<file path="config.mk">
export PLATFORM = sky130hd
export DESIGN_NAME = gpd_cell
export DESIGN_NICKNAME = d
export VERILOG_FILES = /design/src/sv/gpd_pkg.sv /design/src/sv/gpd_cell.sv
export SDC_FILE = /design/constraint.sdc
export NUM_CORES = 1
export LEC_CHECK = 0
export BUFFER_PORTS_ARGS = -buffer_cell sky130_fd_sc_hd__buf_2
export CORE_MARGIN = 2
export CORE_UTILIZATION = 45
export DETAILED_ROUTE_END_ITERATION = 12
export GPL_TIMING_DRIVEN = 0
export PLACE_DENSITY = 0.87
export SYNTH_ARGS = -nofsm -noshare
export SYNTH_HDL_FRONTEND = slang
export SYNTH_SLANG_ARGS = --single-unit
</file>
<file path="constraint.sdc">
create_clock -name clk_i -period 0.97 [get_ports clk_i]
set_clock_uncertainty 0.15 [all_clocks]
set_input_delay 0.194 -clock clk_i [delete_from_list [all_inputs] [get_ports clk_i]]
set_output_delay 0.194 -clock clk_i [all_outputs]
set_load 0.01 [all_outputs]
</file>
<file path="src/sv/gpd_pkg.sv">
// Package: shared types, constants and helper functions for the pyramid downsampler.
`timescale 1ns / 1ps
package gpd_pkg;

  localparam int MaxWidth    = 2048;
  localparam int MaxHeight   = 4096;
  localparam int MaxChannels = 3;
  localparam int NumLines    = 4;
  localparam int AddrW       = $clog2(MaxWidth);

  // configuration register indexes
  localparam logic [1:0] CfgGrayMode    = 2'd0;
  localparam logic [1:0] CfgImageWidth  = 2'd1;
  localparam logic [1:0] CfgImageHeight = 2'd2;

  // horizontal tap source: 0 = current column sum, 1..4 = window cell, else zero
  localparam logic [2:0] HSrcZero = 3'd5;

  typedef logic [MaxChannels-1:0][7:0]  pix_t;
  typedef logic [MaxChannels-1:0][11:0] vsum_t;
  typedef logic [NumLines-1:0][MaxChannels*8-1:0] lines_t;

  typedef struct packed {
    logic [7:0] sample_c0;
    logic [7:0] sample_c1;
    logic [7:0] sample_c2;
    logic       frame_start;
  } in_t;

  typedef struct packed {
    logic [7:0]  out_c0;
    logic [7:0]  out_c1;
    logic [7:0]  out_c2;
    logic [10:0] out_row;
    logic [9:0]  out_col;
    logic        frame_last;
  } out_t;

  function automatic logic [2:0] tap_weight(input int d);
    logic [2:0] w;
    begin
      unique case (d)
        0, 4:    w = 3'd1;
        1, 3:    w = 3'd4;
        default: w = 3'd6;
      endcase
      return w;
    end
  endfunction

  // mirror-101 reflection of index i into 0..n-1
  function automatic logic [12:0] mirror(input logic signed [14:0] i, input logic [12:0] n);
    logic signed [14:0] m;
    begin
      if (i < 15'sd0) begin
        m = -i;
      end else if (i >= $signed({2'b0, n})) begin
        m = $signed({1'b0, n, 1'b0}) - 15'sd2 - i;
      end else begin
        m = i;
      end
      return m[12:0];
    end
  endfunction

endpackage

</file>
<file path="src/sv/gpd_cell.sv">
// One cell of the column-sum window chain: holds a vertical sum, passes it on.
`timescale 1ns / 1ps
module gpd_cell (
  input  logic          clk_i,
  input  logic          rst_ni,
  input  logic          shift_i,
  input  gpd_pkg::vsum_t d_i,
  output gpd_pkg::vsum_t q_o
);

  gpd_pkg::vsum_t sum_q;

  always_ff @(posedge clk_i or negedge rst_ni) begin
    if (!rst_ni) begin
      sum_q <= '0;
    end else if (shift_i) begin
      sum_q <= d_i;
    end
  end

  assign q_o = sum_q;

endmodule

</file>
After elaboration in Yosys (flattened, before gate mapping)
Cells that the tools add are included.
{"block": "word_totals", "in_bits": 39, "register_bits": 36, "word_cells": 3}

Depth between registers and ports, before layout
Gate-level depths: netlist (run 1).
{"block": "depth", "depth_word": 0, "mapped_depth": 3}

Worst setup path before layout (run 1)
OpenSTA, ideal clock, no wires.
{"block": "synth_path", "kind": "input -> register", "startpoint": "input shift_i", "endpoint": "register sum_q (netlist bit q_o[0])", "setup_ns": 0.125, "t_arrival_ns": 0.760, "t_required_ns": 0.695, "stages": 3, "slack_ns": -0.065, "path_cell_list": "buf_6 buf_12 mux2_4"}
{"item": "from (decl)", "line_no": "gpd_cell.sv:6", "source": "input logic shift_i,"}
{"item": "to (signal assigned)", "line_no": "gpd_cell.sv:17", "source": "sum_q <= d_i;"}
{"item": "to (decl)", "line_no": "gpd_cell.sv:11", "source": "gpd_pkg::vsum_t sum_q;"}
No word-level cell between the ends.

Worst setup path in the final report (run 1)
{"block": "layout_path", "startpoint": "register sum_q (netlist bit q_o[32])", "endpoint": "output q_o[32] (netlist bit)"}
{"item": "to (decl)", "line_no": "gpd_cell.sv:8", "source": "output gpd_pkg::vsum_t q_o"}
No word-level cell between the ends.

==> results of run 1 <==
## layout make-up
cell class,count,area (sq um)
sequential,36,901
buffer,4,80.1
fill,232,906
clock inverter,2,35.0
tap,44,55.1
multi-input combinational,36,518
clock buffer,6,41.3
timing repair buffer,93,567
## worst paths after layout
check,slack [ns],to,start
setup / recovery,-0.25,q_o[32],q_o[32]$_DFFE_PN0P_
hold / removal,-0.22,q_o[12]$_DFFE_PN0P_,rst_ni
setup reg to reg,-0.10,q_o[7]$_DFFE_PN0P_,q_o[7]$_DFFE_PN0P_
hold reg to reg,0.36,q_o[29]$_DFFE_PN0P_,q_o[29]$_DFFE_PN0P_
max in group asynchronous,0.42,q_o[33]$_DFFE_PN0P_,rst_ni
min in group clk_i,-0.06,q_o[6]$_DFFE_PN0P_,d_i[6]
## synthesized netlist by cell type
| library cell | instances |
|---|---|
| sky130_fd_sc_hd__dfrtp_1 | 36 |
| sky130_fd_sc_hd__mux2_4 | 30 |
| sky130_fd_sc_hd__mux2_2 | 6 |
| sky130_fd_sc_hd__buf_12 | 3 |
| sky130_fd_sc_hd__buf_6 | 1 |
## per-layer routing
metal,share of wire (%),up-vias,wire length [um]
li1,-,466,-
met1,40,479,1210
met2,53,39,1600
met3,5.8,2,175
met4,0.63,0,19
met5,0,-,0
## worst register-to-register path: cells and delay by family (launching register included)
family,cells,cell delay [ns]
buffers and inverters,1,0.14
DFF,1,0.41
muxes,1,0.26
## stage by stage
stage | power, W | setup slack [ns] | instance area [sq um] | TNS, ns | hold WS, ns
detailed placement | 0.00242 | -0.0814 | 1920 | -2.27 | 0.160
floorplan | 0.00213 | -0.0441 | 1500 | -1.32 | -0.252
finish | 0.00356 | -0.248 | 2200 | -9.59 | -0.221
global placement | 0.00239 | -0.0628 | 1920 | -1.78 | 0.132
CTS | 0.00350 | -0.265 | 2090 | -9.45 | -0.208
global route | 0.00373 | -0.304 | 2200 | -11.71 | -0.182
## cell usage in the layout, fill, tap and decap left out
cell / count
sky130_fd_sc_hd__dfrtp_1: 36
sky130_fd_sc_hd__clkbuf_1: 1
sky130_fd_sc_hd__buf_6: 11
sky130_fd_sc_hd__bufinv_16: 1
sky130_fd_sc_hd__clkbuf_4: 5
sky130_fd_sc_hd__buf_12: 4
sky130_fd_sc_hd__buf_2: 69
sky130_fd_sc_hd__clkinv_2: 1
sky130_fd_sc_hd__mux2_4: 30
sky130_fd_sc_hd__mux2_2: 6
sky130_fd_sc_hd__buf_4: 13
## report_power, final
part / internal [W] / switching [W] / total [W]
clock: 0.000540 / 0.000463 / 0.00100
sequential: 0.00165 / 0.0000890 / 0.00174
combinational: 0.000523 / 0.000291 / 0.000814
## cell families (layout without fill, tap and decap cells)
logic type / Yosys count / in the layout
mux: 36 / 36
buf+inv: 4 / 105
flops: 36 / 36
## repair_timing
action                                 in CTS  in global routing
setup endpoints to repair                  36                 49
gates resized for setup                     0                 11
pin swaps                                   0                  0
buffers inserted                           13                  9
endpoints found under the hold margin      72                 72
==> results, run 1 <==
- The flow ran to the end, but the final reports show violations.
- The checks that failed: hold timing, setup timing.
- Clock-pin slew was measured on the worst setup and hold paths at between 0.1 and 0.15 ns.
- The repair_antennas step left the layout with diodes totalling 0.
- Counting both buffers and inverters, the worst setup path holds a total of 1.
- The class of the tightest hold or removal check is input port to async pin.
- The first TritonRoute pass finished after 2 iterations.
- Synthesis instantiated 5 different standard cells from the library.
- For this run, the post-layout net count is 215.
- The total global routing overflow is 0.
- Counting every sink on the clock net gives 36.
- The Yosys step of the flow raised 0 warnings.
- Sequential elements use about three fifths of the synthesized area.
- The worst setup path is launched from a flop.
- After the flow finishes, the layout carries non-filler instances totaling about 220.
- Measured against its own limit, the worst slew margin works out to 49.9%.
- The first-iteration detailed-routing DRC count is 5.
- Measured against the total synthesized area, the mux share comes to around a third.
- The placer congestion estimate is approximately 0.68.
- The tool flagged a number of max-cap violations equal to 0.
- After synthesis, the cell types taking the most area are sky130_fd_sc_hd__dfrtp_1 60%, sky130_fd_sc_hd__mux2_4 30%, sky130_fd_sc_hd__mux2_2 4.5%, sky130_fd_sc_hd__buf_12 4.0%, sky130_fd_sc_hd__buf_6 0.76%.
- The site row count is 20.
- The synthesized design devotes to its leading area cell type between 60% and 70% of total area.
- For met2 alone, demand over resource in global routing was between 20% and 30%.
- CTS placed an instance of sky130_fd_sc_hd__clkbuf_4 at the clock tree root.
- The detail-routed via count per cell is between 4 and 5.
- The first global-routing pass estimated ~4400 um of wire.
- Setup repair after global routing could not meet its margin everywhere.
- The ratio of final minimum period to clock period is 126%.
- The level count of the clock H-tree is 2.
- Summing the areas of all compound-gate instances in the mapped netlist gives 0% of the synthesized area.
- TritonCTS built the clock tree.
- The initial utilization of the core area, before any placement, comes to between 40% and 50%.
- The measured slew at the worst slew-check pin is 0.751 ns.
- Counting every instance in the synthesized netlist gives 76.
- For this run, global-route usage on met1 was measured as between 20 and 25%.
- Summing the areas of all fa, ha and maj instances in the mapped netlist gives 0% of the synthesized area.
- The cell family with the largest share of critical-path delay is flip-flops.
- The clock period minus worst slack is 1.22 ns.
- The depth of the most critical reg-to-reg path is 2.
- For this run, global-route usage on met3 was measured as ~6%.
- The category of the worst setup path capture point is an output pin.
- After detailed routing, the average wire length per cell comes to 13.6 um.
- The placed cell count is between 150 and 200.
- The area enclosed by the die boundary is 3790 sq um.
- Once detail routing completed, the nets flagged for antenna violations numbered 0.
- The post-detailed-routing wire length is around 3000 um.
- The maximum fanout encountered on the critical timing path is 2.
- 75 I/O pins were placed.
- The register bit total from synthesis is 36.
- The peak per-stage delay on the critical path is roughly 0.4 ns.
- The layer with the highest usage after global routing is met2.
- The flip-flop count of the largest register, all copies and words added is 36.
- The relative area change from synthesis to final layout is 47.4%.
- The later pin in the worst-skew pair is clocked with a latency of about 0.32 ns.
- The number of antenna violations at the first check in global routing came to 0.
- When the netlist entered floorplanning its net count stood at 115.
- No sink is reached through more buffers than the 2 on the longest clock path.
- For this design the ratio of total power to cell area is 1620 nW/um^2.
- The hold violation total from the final report is slightly above 70.
- The number of remaining DRC errors is 0.
- The class of the most critical setup path is flop to output pin.
- The area of the core is between 3000 and 4000 sq um.
- The critical-path cell with the highest stage delay is sky130_fd_sc_hd__dfrtp_1.
- In this run the number of cells on the critical path is 1.
- Global routing consumed, over all layers together, around 16% of the routing resources.
- The cell area after synthesis is roughly 1500 sq um.
- The post-route netlist has between 70% and 80% of its cells at a drive strength greater than 1.
- The average instance in the mapped netlist occupies about 20 sq um.
- The fmax is a little over 0.8 GHz.
- The detailed-placement wirelength estimate is between 2000 and 2500 um.
- The via count of the first global-routing pass is 976.
- The required time of the critical path is 0.63 ns.
- The fraction of synthesized cell area in xor and xnor cells is 0%.
- The main combinational cell family by area after synthesis is multiplexers.
- Final hold analysis gives a worst-case slack of -0.221 ns.
- Data arrives at the worst endpoint at about 0.87 ns.
- Counting the buffers created by CTS gives 5.
- Once routing completed, OpenROAD measured the worst setup slack at -0.248 ns.
- The die is approximately 60 um wide.
- The cell type with the largest total area after synthesis is sky130_fd_sc_hd__dfrtp_1.
- The number of max-slew violations in the final report is 0.
- The height of the die is 61.5 um.
- Entering global routing, the biggest net connects 37 pins.
- The synthesized-area fraction occupied by and/or/nand/nor cells is 0%.
- IR analysis of the VDD net gives a maximum drop of about 0.9 mV.
- The final standard cell utilization of the core is between 70 and 80%.
- The detailed-route via count is approximately 1,000.
- The count of buffers added on input and output ports is 73.
- The static leakage power is between 1 and 1.5 nW.
- Setup violations remaining at the end of the flow were counted as 56.
- Traced cell by cell, the critical path runs through buf_2.
Power figures use the tool's default switching activity.
==> run 2, diff against run 1 <==
--- a/config.mk
+++ b/config.mk
@@ -5,12 +5,14 @@
 export SDC_FILE = /design/constraint.sdc
 export NUM_CORES = 1
 export LEC_CHECK = 0
+export ABC_AREA = 1
 export BUFFER_PORTS_ARGS = -buffer_cell sky130_fd_sc_hd__buf_2
 export CORE_MARGIN = 2
-export CORE_UTILIZATION = 45
+export CORE_UTILIZATION = 44
+export CTS_CLUSTER_DIAMETER = 40
 export DETAILED_ROUTE_END_ITERATION = 12
 export GPL_TIMING_DRIVEN = 0
-export PLACE_DENSITY = 0.87
+export PLACE_DENSITY = 0.86
 export SYNTH_ARGS = -nofsm -noshare
 export SYNTH_HDL_FRONTEND = slang
 export SYNTH_SLANG_ARGS = --single-unit
==> run 2 against run 1 <==
  * The flow still finishes with violations (hold timing, setup timing)
  * Count of clock-buffer cells in the layout decreased by 1
  * Sequential share of layout area decreased by 5.9 points
  * Power decreased by 8.5%
  * Core utilization increased by 13 points
  * Die area decreased by 2.5%
  * Highest routed layer unchanged
==> results, run 2 <==
- The flow ran to the end, but the final reports show violations.
- The checks that failed: hold timing, setup timing.
- The count of antenna diodes in the layout is 0 (unchanged).
- The post-placement cell area is 1840 sq um (-4.2%).
- For this run, the leading register cell type out of synthesis is sky130_fd_sc_hd__dfrtp_1.
- The share of post-route cells with drive strength above 1 was 43.9% (-35 points).
- The max-cap violation count is 0 (unchanged).
- The clock root buffer master is sky130_fd_sc_hd__clkbuf_4.
- The number of antenna violations at the first check in global routing is 0 (unchanged).
- The number of max-slew violations in the final report is 0 (unchanged).
- The final design instance area without fill is 2560 sq um (+17%).
- The hold violation total from the final report is 36 (-50%).
- The first-iteration detailed-routing DRC count came to 34 (+29).
- The flip-flop count of the largest register, all copies and words added was 36 (unchanged).
- The layout net count is 342 (+59%).
- The area enclosed by the die boundary is 3690 sq um (-2.5%).
- The final-layout worst hold slack came to -0.220 ns (+0.00111 ns).
- The via count of the first global-routing pass is 1,547 (+59%).
- The detailed-route via count is 1,516 (+54%).
- The power share of the combinational group is 27.0% (+4.1 points).
- The ratio of final minimum period to clock period was 126% (about the same).
- The setup TNS after final layout came to -8.36 ns (+1.23 ns).
- The tightest min-delay check is of the input port to async pin type.
- The maximum ir drop on the vdd rail is 1.01 mV (+12%).
- The starting density of the core was 46.5% (-1.5 points).
- The critical path goes through buf_2.
- The site row count is 20 (unchanged).
- The switching share of power is 27.0% (+3.3 points).
- The mean instance size in the synthesized netlist was 9.33 sq um (-52%).
- The register bit total from synthesis is 36 (unchanged).
- The final critical-path setup slack was -0.248 ns (-0.000104 ns).
- The total of warnings raised by yosys is 0 (unchanged).
- The synthesized netlist cell count is 152 (+100%).
- The sequential share of power is 52.4% (+3.5 points).
- The power per cell area is 1270 nW/um^2 (-22%).
- The most common cell after layout, fill and taps aside is sky130_fd_sc_hd__nand2_1.
- The number of remaining DRC errors is 0 (unchanged).
- The relative area change from synthesis to final layout is 80.7%.
- The quantity of hold-fixing buffers added after cts is 40.
- The net count of the mapped netlist is 191 (+66%).
- The buffers plus inverters on the worst setup path is 1 (unchanged).
- The required time of the critical path is 0.63 ns (about the same).
- The average wire length per cell after detail routing is 12.2 um (-10%).
- The total power of the final layout is 0.00325 W (-8.5%).
- The number of enable flip-flop cells after synthesis is 0 (unchanged).
- In this run the critical register-to-register path is launched from q_o[14]$_DFFE_PN0P_.
- The die width came to 60.8 um (-1.2%).
- The source-to-sink clock delay at the later pin of the worst-skew pair is 0.33 ns (about the same).
- In the layout the commonest cells are 93 x sky130_fd_sc_hd__nand2_1, 69 x sky130_fd_sc_hd__buf_2, 38 x sky130_fd_sc_hd__dlygate4sd3_1, 36 x sky130_fd_sc_hd__dfrtp_1, 31 x sky130_fd_sc_hd__buf_4.
- After synthesis, the most frequently instantiated cells are 98 x sky130_fd_sc_hd__nand2_1, 36 x sky130_fd_sc_hd__dfrtp_1, 10 x sky130_fd_sc_hd__nand2_2.
- The sink count of the clock tree is 36 (unchanged).
- The detailed-placement wirelength estimate was 2030 um (-2.1%).
- The fraction of synthesis flops using an asynchronous set or reset pin is 100% (unchanged).
- The detailed-routing iteration count for the pre-antenna-repair pass was 4 (+2).
- The number of distinct standard cells referenced by the synthesized netlist is 7 (+2).
- The level count of the clock H-tree was 2 (unchanged).
- Setup repair after global routing could not meet its margin everywhere.
- TritonCTS built the clock tree.
- The placer congestion estimate is 0.667 (-1.3%).
- The global-route wire length before repair is 6210 um (+42%).
- Among cell families on the critical path, the largest total delay comes from flip-flops.
- The critical path data arrival time is 0.87 ns (about the same).
- The final standard cell utilization of the core is 84.0% (+13 points).
- The total global routing overflow was 0 (unchanged).
- The height of the die is 60.8 um (-1.2%).
- The internal power is 0.00238 W (-12%).
- The detail-routed via count per cell is 4.39 (-1.5%).
- By instance count, the leading cell after synthesis is sky130_fd_sc_hd__nand2_1.
- The TritonCTS buffer count is 5 (unchanged).
- The count of input and output buffers is 73 (unchanged).
- The fmax was 0.821 GHz (about the same).
- The largest net degree at the start of global routing was 37 (unchanged).
- The residual antenna-violating net count after detailed routing is 0 (unchanged).
- The static leakage power is 1.48 nW (+26%).
- Yosys attributes the largest share of cell area to sky130_fd_sc_hd__dfrtp_1 63%, sky130_fd_sc_hd__nand2_1 26%, sky130_fd_sc_hd__nand2_2 4.4%, sky130_fd_sc_hd__buf_6 2.4%, sky130_fd_sc_hd__buf_4 1.6%.
- The maximum fanout encountered on the critical timing path is 2 (unchanged).
- The post-detailed-routing wire length is 4220 um (+40%).
- The class of the most critical setup path is flop to output pin.
- The clock period minus worst slack is 1.22 ns (+0.000104 ns).
- The cell type with the largest total area after synthesis is sky130_fd_sc_hd__dfrtp_1.
- The measured slew at the worst slew-check pin is 0.767 ns (+0.0158 ns).
- The number of placed I/O pins came to 75 (unchanged).
- The final count of negative-setup-slack endpoints is 42 (-25%).
- The fraction of the yosys area taken by sequential cells is 63.5% (+3.0 points).
- The clock network fraction of design power is 20.5% (-7.7 points).
- The critical-path cell with the highest stage delay is sky130_fd_sc_hd__dfrtp_1.
- The net load switching power is 0.000877 W (+4.1%).
- The area of the core is 3050 sq um (-1.6%).
- The worst setup path is launched from a flop.
- The area share of the leading cell type in the synthesized netlist was 63.5% (+3.0 points).
- The worst slack after detailed placement is -0.0150 ns (+0.0663 ns).
- The maximum buffer depth of the clock tree was 2 (unchanged).
- The peak per-stage delay on the critical path is 0.40 ns (about the same).
- The category of the worst setup path capture point is an output pin.
- The total routing resource utilization after global routing was 23.0% (+6.7 points).
- The startpoint of the worst setup timing path is q_o[14]$_DFFE_PN0P_.
- The headroom to the max-slew limit is 48.9% (-1.1 points).
- The clock slew seen by the registers of the worst setup and hold paths is 0.09 ns (-0.02 ns).
- The cell area after synthesis is 1420 sq um (-4.8%).
==> run 2: changes by cell type after synthesis <==
cell and change:
sky130_fd_sc_hd__nand2_1 +98, sky130_fd_sc_hd__mux2_4 -30, sky130_fd_sc_hd__nand2_2 +10, sky130_fd_sc_hd__mux2_2 -6, sky130_fd_sc_hd__buf_4 +3, sky130_fd_sc_hd__buf_12 -2
sky130_fd_sc_hd__buf_6 +2, sky130_fd_sc_hd__inv_8 +1
==> run 2: cell type report <==
cell class                      count  area, sq um
Tap cell                           44         55.1
Timing Repair Buffer              144         1040
Inverter                            1         11.3
Clock buffer                        5         37.5
Buffer                              7         76.3
Multi-Input combinational cell    108          443
Fill cell                         183          489
Sequential cell                    36          901
==> run 2: worst paths after layout <==
check	endpoint	slack [ns]	cells past startpoint
max	q_o[14]	-0.25	1
min	q_o[12]$_DFFE_PN0P_	-0.22	1
max reg2reg	q_o[14]$_DFFE_PN0P_	-0.03	4
min reg2reg	q_o[25]$_DFFE_PN0P_	0.33	2
max in group asynchronous	q_o[8]$_DFFE_PN0P_	0.40	1
min in group clk_i	q_o[13]$_DFFE_PN0P_	0.01	4
==> run 2: power groups by stage <==
stage / registers [W] / logic (W) / clock network (W)
2_1_floorplan: 0.00180 / 0.000190 / 0
3_3_place_gp: 0.00173 / 0.000522 / 0
3_5_place_dp: 0.00173 / 0.000532 / 0
4_1_cts: 0.00169 / 0.000767 / 0.000681
5_1_grt: 0.00172 / 0.000969 / 0.000748
6_report: 0.00171 / 0.000880 / 0.000668
==> run 2: metal layers <==
metal  vias up  GRT usage [%]  share of wire, %
li1        755              -                 -
met2        54           43.3                57
met1       701           23.9                36
met4         0           9.01               1.4
met5         -              0                 0
met3         6           6.61               5.2
==> run 2: what timing repair did <==
action,in CTS,in global routing
cloned,0,0
gates resized for setup,1,13
pin swaps,0,3
hold endpoints to repair,72,36
setup buffers,19,14
endpoints found under the setup margin,36,42
==> run 2: kinds of logic after synthesis <==
logic type	after synthesis	share of synthesized area, %
buffers and inverters	8	6.17
and+or+nand+nor	108	30.3
DFF	36	63.5
==> run 2: through the flow <==
| stage | cells | hold slack, ns |
|---|---|---|
| 2_1_floorplan | 152 | -0.252 |
| 3_3_place_gp | 269 | 0.153 |
| 3_5_place_dp | 269 | 0.164 |
| 4_1_cts | 333 | -0.197 |
| 5_1_grt | 345 | -0.168 |
| 6_report | 345 | -0.220 |
